===== src/hdl/cfa_pkg.sv =====
// ----------------------------------------------------------------------------
// cfa_pkg
// Shared types and constants of the contiguous fit allocator.
// ----------------------------------------------------------------------------
`default_nettype none
package cfa_pkg;

  localparam int SEGMENTS = 32;
  localparam int IDX_W    = $clog2(SEGMENTS);
  localparam int CNT_W    = $clog2(SEGMENTS + 1);
  localparam int ADDR_W   = 20;
  localparam int SIZE_W   = 21;
  localparam int ID_W     = 16;
  localparam logic [SIZE_W-1:0] MEM_MAX = SIZE_W'(1) << ADDR_W;

  typedef enum logic [1:0] {
    CMD_REQUEST = 2'd0,
    CMD_RELEASE = 2'd1,
    CMD_COMPACT = 2'd2,
    CMD_LIST    = 2'd3
  } cmd_e;

  typedef enum logic [1:0] {
    POL_FIRST = 2'd0,
    POL_BEST  = 2'd1,
    POL_WORST = 2'd2,
    POL_BAD   = 2'd3
  } policy_e;

  typedef enum logic [2:0] {
    ST_OK       = 3'd0,
    ST_DUP_ID   = 3'd1,
    ST_NO_SPACE = 3'd2,
    ST_NOT_FND  = 3'd3,
    ST_BAD_POL  = 3'd4,
    ST_FULL     = 3'd5
  } status_e;

  typedef enum logic [3:0] {
    OP_NONE,
    OP_LOAD,
    OP_SCAN,
    OP_EVAL,
    OP_GRANT,
    OP_FREE,
    OP_MERGE_NEXT,
    OP_MERGE_PREV,
    OP_PACK,
    OP_PACK_END,
    OP_RESULT,
    OP_LIST
  } dp_op_e;

  typedef enum logic [3:0] {
    S_IDLE,
    S_SCAN,
    S_EVAL,
    S_GRANT,
    S_FREE,
    S_NEXT,
    S_PREV,
    S_PACK,
    S_PACK_END,
    S_RESULT,
    S_LIST,
    S_WAIT
  } state_e;

  typedef struct packed {
    cmd_e cmd;
    logic scan_last;
    logic st_ok;
    logic res_last;
  } dp_stat_t;

  typedef struct packed {
    logic [SIZE_W-1:0] free_units;
    logic              segment_in_use;
    logic [ID_W-1:0]   segment_owner;
    logic [ADDR_W-1:0] segment_end;
    logic [ADDR_W-1:0] segment_start;
    logic [ADDR_W-1:0] granted_base;
    logic [2:0]        status;
  } result_t;

endpackage
`default_nettype wire


===== src/hdl/cfa_ctrl.sv =====
// ----------------------------------------------------------------------------
// cfa_ctrl
// Command sequencer: steps the datapath through scans, updates and results.
// ----------------------------------------------------------------------------
`default_nettype none
module cfa_ctrl (
  input  wire logic              clk_i,
  input  wire logic              rst_ni,
  input  wire logic              in_valid_i,
  output logic                   in_ready_o,
  input  wire logic [1:0]        in_cmd_i,
  output logic                   out_valid_o,
  input  wire logic              out_ready_i,
  input  wire cfa_pkg::dp_stat_t stat_i,
  output cfa_pkg::dp_op_e        op_o
);
  import cfa_pkg::*;

  state_e state_q, state_d;

  always_ff @(posedge clk_i or negedge rst_ni) begin
    if (!rst_ni) begin
      state_q <= S_IDLE;
    end else begin
      state_q <= state_d;
    end
  end

  always_comb begin
    state_d     = state_q;
    op_o        = OP_NONE;
    in_ready_o  = 1'b0;
    out_valid_o = 1'b0;
    unique case (state_q)
      S_IDLE: begin
        in_ready_o = 1'b1;
        if (in_valid_i) begin
          op_o = OP_LOAD;
          case (in_cmd_i)
            CMD_COMPACT: state_d = S_PACK;
            CMD_LIST:    state_d = S_LIST;
            default:     state_d = S_SCAN;
          endcase
        end
      end
      S_SCAN: begin
        op_o = OP_SCAN;
        if (stat_i.scan_last) state_d = S_EVAL;
      end
      S_EVAL: begin
        op_o = OP_EVAL;
        state_d = (stat_i.cmd == CMD_REQUEST) ? S_GRANT : S_FREE;
      end
      S_GRANT: begin
        if (stat_i.st_ok) op_o = OP_GRANT;
        state_d = S_RESULT;
      end
      S_FREE: begin
        if (stat_i.st_ok) begin
          op_o = OP_FREE;
          state_d = S_NEXT;
        end else begin
          state_d = S_RESULT;
        end
      end
      S_NEXT: begin
        op_o = OP_MERGE_NEXT;
        state_d = S_PREV;
      end
      S_PREV: begin
        op_o = OP_MERGE_PREV;
        state_d = S_RESULT;
      end
      S_PACK: begin
        op_o = OP_PACK;
        if (stat_i.scan_last) state_d = S_PACK_END;
      end
      S_PACK_END: begin
        op_o = OP_PACK_END;
        state_d = S_RESULT;
      end
      S_RESULT: begin
        op_o = OP_RESULT;
        state_d = S_WAIT;
      end
      S_LIST: begin
        op_o = OP_LIST;
        state_d = S_WAIT;
      end
      S_WAIT: begin
        out_valid_o = 1'b1;
        if (out_ready_i) state_d = stat_i.res_last ? S_IDLE : S_LIST;
      end
      default: state_d = S_IDLE;
    endcase
  end

endmodule
`default_nettype wire


===== config.mk =====
export PLATFORM = sky130hd
export DESIGN_NAME = cfa_ctrl
export DESIGN_NICKNAME = d
export VERILOG_FILES = /design/src/hdl/cfa_pkg.sv /design/src/hdl/cfa_ctrl.sv
export SDC_FILE = /design/constraint.sdc
export NUM_CORES = 1
export LEC_CHECK = 0
export BUFFER_PORTS_ARGS = -buffer_cell sky130_fd_sc_hd__buf_2
export CAP_MARGIN = 20
export CORE_AREA = 2 2 39 41
export CTS_CLUSTER_DIAMETER = 100
export DETAILED_ROUTE_END_ITERATION = 6
export DIE_AREA = 0 0 41 43
export PLACE_DENSITY = 0.74
export SETUP_SLACK_MARGIN = 0.4
export SLEW_MARGIN = 0
export SYNTH_ARGS = -nofsm -noshare
export SYNTH_HDL_FRONTEND = slang
export SYNTH_SLANG_ARGS = --single-unit
export TNS_END_PERCENT = 5

===== constraint.sdc =====
create_clock -name clk_i -period 3.5 [get_ports clk_i]
set_input_delay 0.7 -clock clk_i [delete_from_list [all_inputs] [get_ports clk_i]]
set_output_delay 0.7 -clock clk_i [all_outputs]
set_load 0.02 [all_outputs]

After elaboration in Yosys (flattened, before gate mapping)
Index checks and enable logic that the tools add are counted.
{"block": "word_totals", "ff_bits": 4, "in_bits": 11, "output_inout_bits": 6}
{"block": "op_classes", "eq_ne": 17, "muxes": 15, "n_reduce_logical": 5}
{"operator": "$pmux W4 S11", "count": 1}
{"operator": "$pmux W4 S9", "count": 1}
{"operator": "$mux W4", "count": 6}
{"operator": "$eq A4 B3 Y1 const B", "count": 4}
{"operator": "$eq A4 B4 Y1 const B", "count": 4}
{"operator": "$mux W3", "count": 3}
{"operator": "$eq A4 B2 Y1 const B", "count": 2}
{"operator": "$ne A2 B2 Y1 const B", "count": 4}
{"operator": "$pmux W4 S2", "count": 1}
{"operator": "$eq A2 B2 Y1 const B", "count": 2}
{"operator": "$eq A4 B1 Y1 const B", "count": 1}
{"operator": "$logic_not A4 Y1", "count": 1}
{"operator": "$reduce_and A4 Y1", "count": 1}
{"operator": "$mux W1", "count": 3}
{"operator": "$reduce_or A3 Y1", "count": 1}
{"operator": "$logic_not A2 Y1", "count": 1}
{"operator": "$reduce_or A2 Y1", "count": 1}

Longest topological paths before layout
{"block": "depth", "word_depth": 4, "ltp_mapped": 7, "ltp_nobuf": 5}

Least setup slack after synthesis
No wires, ideal clock.
{"block": "synth_path", "kind": "register to output", "from": "register state_q[3]", "to": "output port in_ready_o", "arrival_ps": 1484, "setup_slack_ps": 1316, "stages_incl_launch_ff": 4, "n_path_buf": 2, "path_cell_list": "dfrtp_1 > buf_2 > buf_1 > nor4_1"}
{"block": "synth_via", "elab_chain_cells": 2}
{"item": "start, declared", "line_no": "cfa_ctrl.sv:19", "source": "state_e state_q, state_d;"}
{"item": "start signal, assigned", "line_no": "cfa_ctrl.sv:25", "source": "state_q <= state_d;"}
{"item": "$logic_not A4 Y1", "line_no": "cfa_ctrl.sv:34", "source": "unique case (state_q)"}
{"item": "$mux W1", "line_no": "cfa_ctrl.sv:34"}
{"item": "end, declared", "line_no": "cfa_ctrl.sv:10", "source": "output logic in_ready_o,"}
Every way passes these cells.

Worst setup path in the final report
{"block": "layout_path", "from": "register state_q[1]", "to": "output port op_o[2]"}
{"block": "layout_via", "elab_chain_cells": 2, "word_cells_on_any_way": 12, "classes_between": "eq/ne (10); mux (1); reduce/logical (1)"}
{"item": "$eq A4 B4 Y1 (tied with other cells)", "line_no": "cfa_ctrl.sv:34"}
{"item": "$pmux W4 S11 *", "line_no": "cfa_ctrl.sv:34"}
{"item": "end, declared", "line_no": "cfa_ctrl.sv:15", "source": "output cfa_pkg::dp_op_e op_o"}
Mark *: on every way between the ends. The rest lies on a longest branch, timed or not.

==> flow_metrics.py <==
metrics = {
    "logic_synthesis": {
        "ys.warnings.count": 0,
        "synthFlopType": "dfrtp_1",
        "synth_top_area_share_pct": 18.8,
        "synth_fp_nets": 90,
        "ys_top_cells_by_count": "nand2_1, a21oi_1, nor2_1, o21ai_0",
        "yosysMostFrequentCell": "nand2_1",
        "yosysSeqAreaShare_pct": 18.8,
        "synth.distinct_cells": 31,
        "netlist_area_um2": 532,
        "synth.largest_area_cell": "dfrtp_1",
        "synth.avg_cell_area_um2": 6.73,
        "synthArstFlopShare_pct": 100,
        "synthTopCellsByArea": "dfrtp_1, a21oi_1, o21ai_0",
        "ys_seq_elements": 4,
        "syn_inst": 79,
        "synth_edf_count": 0,
    },
    "sta": {
        "tns_ns": 0,
        "rsz0062_at_grt": "false",
        "post-route-min-period_ns": 2.39,
        "finalHoldViolCount": 0,
        "setup_viol": 0,
        "fin_worst_skew_ns": 0.00908,
        "fmax_mhz": 418,
        "slew_headroom_pct": 51.2,
        "worst_pin_slew_ns": 0.732,
        "min_period_over_period_pct": 68.3,
        "finalMaxSlewViolations": 0,
    },
    "final_layout": {
        "largest_registers": "state_q: 4 flops",
        "seq_area_um2": 100,
        "largest_reg_flops": 4,
        "multiInputGateArea_um2": 379,
        "layout-drive-gt1-share_pct": 23.6,
        "final_util_pct": 44.0,
        "areaGrowthSynthToFinish_pct": 14.6,
        "largest-register": "state_q",
        "fillers": 139,
        "diodes": 0,
        "fin_nets": 102,
    },
    "setup_path": {
        "arrival_ns": 1.69,
        "required_ns": 2.80,
        "path_class": "reg2out",
        "end_kind": "output port",
        "crit_slowest_cell": "dfrtp_1",
        "worstSetupStartpointType": "register",
        "max_stage_delay_ns": 0.67,
        "worstPathCellList": "inv_1 > nand2_1 > nand2b_1 > a22oi_1 > nor2_1 > buf_2",
        "cp_max_fo": 19,
    },
    "die": {
        "die_y_um": 43,
        "dieArea_um2": 1760,
        "initial_core_util_pct": 38.4,
        "row_count": 14,
        "ios": 17,
        "design.core.area_um2": 1380,
        "die_x_um": 41,
    },
    "routing": {
        "drt-vias-per-instance": 5.60,
        "vias": 588,
        "finalWirelength_um": 1260,
        "ant_nets": 0,
        "drtPass1Iterations": 4,
        "drt_iter0_drc": 13,
        "wl_per_cell_um": 12.0,
        "drc": 0,
    },
    "clocking": {
        "cts_hold_buf": 0,
        "clk_latency_ns": 0.24,
        "cts-htree-levels": 1,
        "post_cts_buffers": 0,
        "ctsResizeCount": 0,
        "cts.sinks": 4,
        "cts_buffer_depth": 2,
        "clk_pin_slew_ns": 0.04,
        "cts_tree": "built",
        "root_buffer": "clkbuf_4",
        "numCtsBuffers": 3,
    },
    "grt": {
        "antenna_found_initial": 0,
        "grt.total_usage_pct": 17.0,
        "grt_max_degree": 26,
        "grt_pass1_vias": 497,
        "grt_first_pass_wirelength_um": 2150,
        "grt_overflow": 0,
    },
    "hold_path": {
        "hp-class": "in2async",
    },
    "run_status": {
        "outcome": "completed",
    },
    "placement": {
        "port_buffers": 16,
        "gp_congestion": 0.773,
        "hpwl_um": 884,
    },
    "power_and_ir_drop": {
        "finalPower_uw": 645,
        "power_density_nw_per_um2": 1060,
        "vdd_ir_drop_max_uv": 323,
        "power.static_leakage_uw": 0.000273,
    },
    "job": {
        "cap_violations": 0,
    },
}
logic make-up after synthesis:
logic type	synth area share, %
and+or+nand+nor	29.9
xor gates and xnor gates	1.65
muxes	1.88
buffers and inverters	9.88
AOI/OAI and AO/OA	37.9
DFF	18.8
critical path, delay by kind of cell, from the launching register on:
family	cells	cell delay (ns)
compound gates	1	0.14
buf+inv	2	0.36
flops	1	0.67
simple gates	3	0.28
layout make-up:
class / count / share of cell area (%)
sequential: 4 / 16.4
tap: 16 / 3.29
clock buffer: 3 / 3.70
timing repair buffer: 16 / 13.1
multi-input combinational: 64 / 62.2
inverter: 2 / 1.23
cells in the final DEF (no fill, tap or decap), types with 2 or more instances in the layout:
cell | netlist | routed
nand2b_1 | 2 | 2
nor4_1 | 4 | 4
nor2b_1 | 2 | 2
inv_1 | 2 | 2
buf_2 | 3 | 16
a21boi_0 | 2 | 2
a211oi_1 | 3 | 3
o21bai_1 | 2 | 2
o31ai_1 | 2 | 2
nor2_1 | 7 | 7
a21o_1 | 3 | 3
clkbuf_4 | 0 | 3
dfrtp_1 | 4 | 4
a21oi_1 | 7 | 7
nand2_1 | 9 | 9
o21ai_0 | 7 | 7
nand3_1 | 2 | 2
where the power goes:
group,switching (µW),internal (µW)
Clock,18.9,38.3
Combinational,209,179
Sequential,129,70.5
through the flow:
| stage | worst slack (ns) | hold WS (ns) | cells | instance area, µm² |
|---|---|---|---|---|
| finish | 1.11 | 0.260 | 105 | 609 |
| floorplan | 1.32 | 0.404 | 79 | 532 |
| detailed placement | 1.37 | 0.509 | 102 | 587 |
| global placement | 1.40 | 0.504 | 102 | 587 |
| CTS | 1.12 | 0.256 | 105 | 609 |
| global route | 0.947 | 0.251 | 105 | 609 |
worst paths after layout:
path / start / depth (start not counted) / slack [ns] / to
worst max-delay path: state_q[1] / 6 / 1.11 / op_o[2]
worst min-delay path: rst_ni / 1 / 0.26 / state_q[3]
max in group asynchronous: rst_ni / 1 / 3.11 / state_q[2]
min in group clk_i: out_ready_i / 2 / 0.66 / state_q[3]
worst min register to register: state_q[0] / 2 / 0.81 / state_q[0]
worst max register to register: state_q[3] / 4 / 1.59 / state_q[1]
layer usage:
metal	vias to the layer above	GRT usage, %	share of wire, %
li1	308	-	-
met1	269	25.6	52
met2	11	23.4	46
met3	0	3.14	2.4
met4	0	6.00	0
met5	-	0	0
Note: power is estimated with default switching activity, not from simulation.
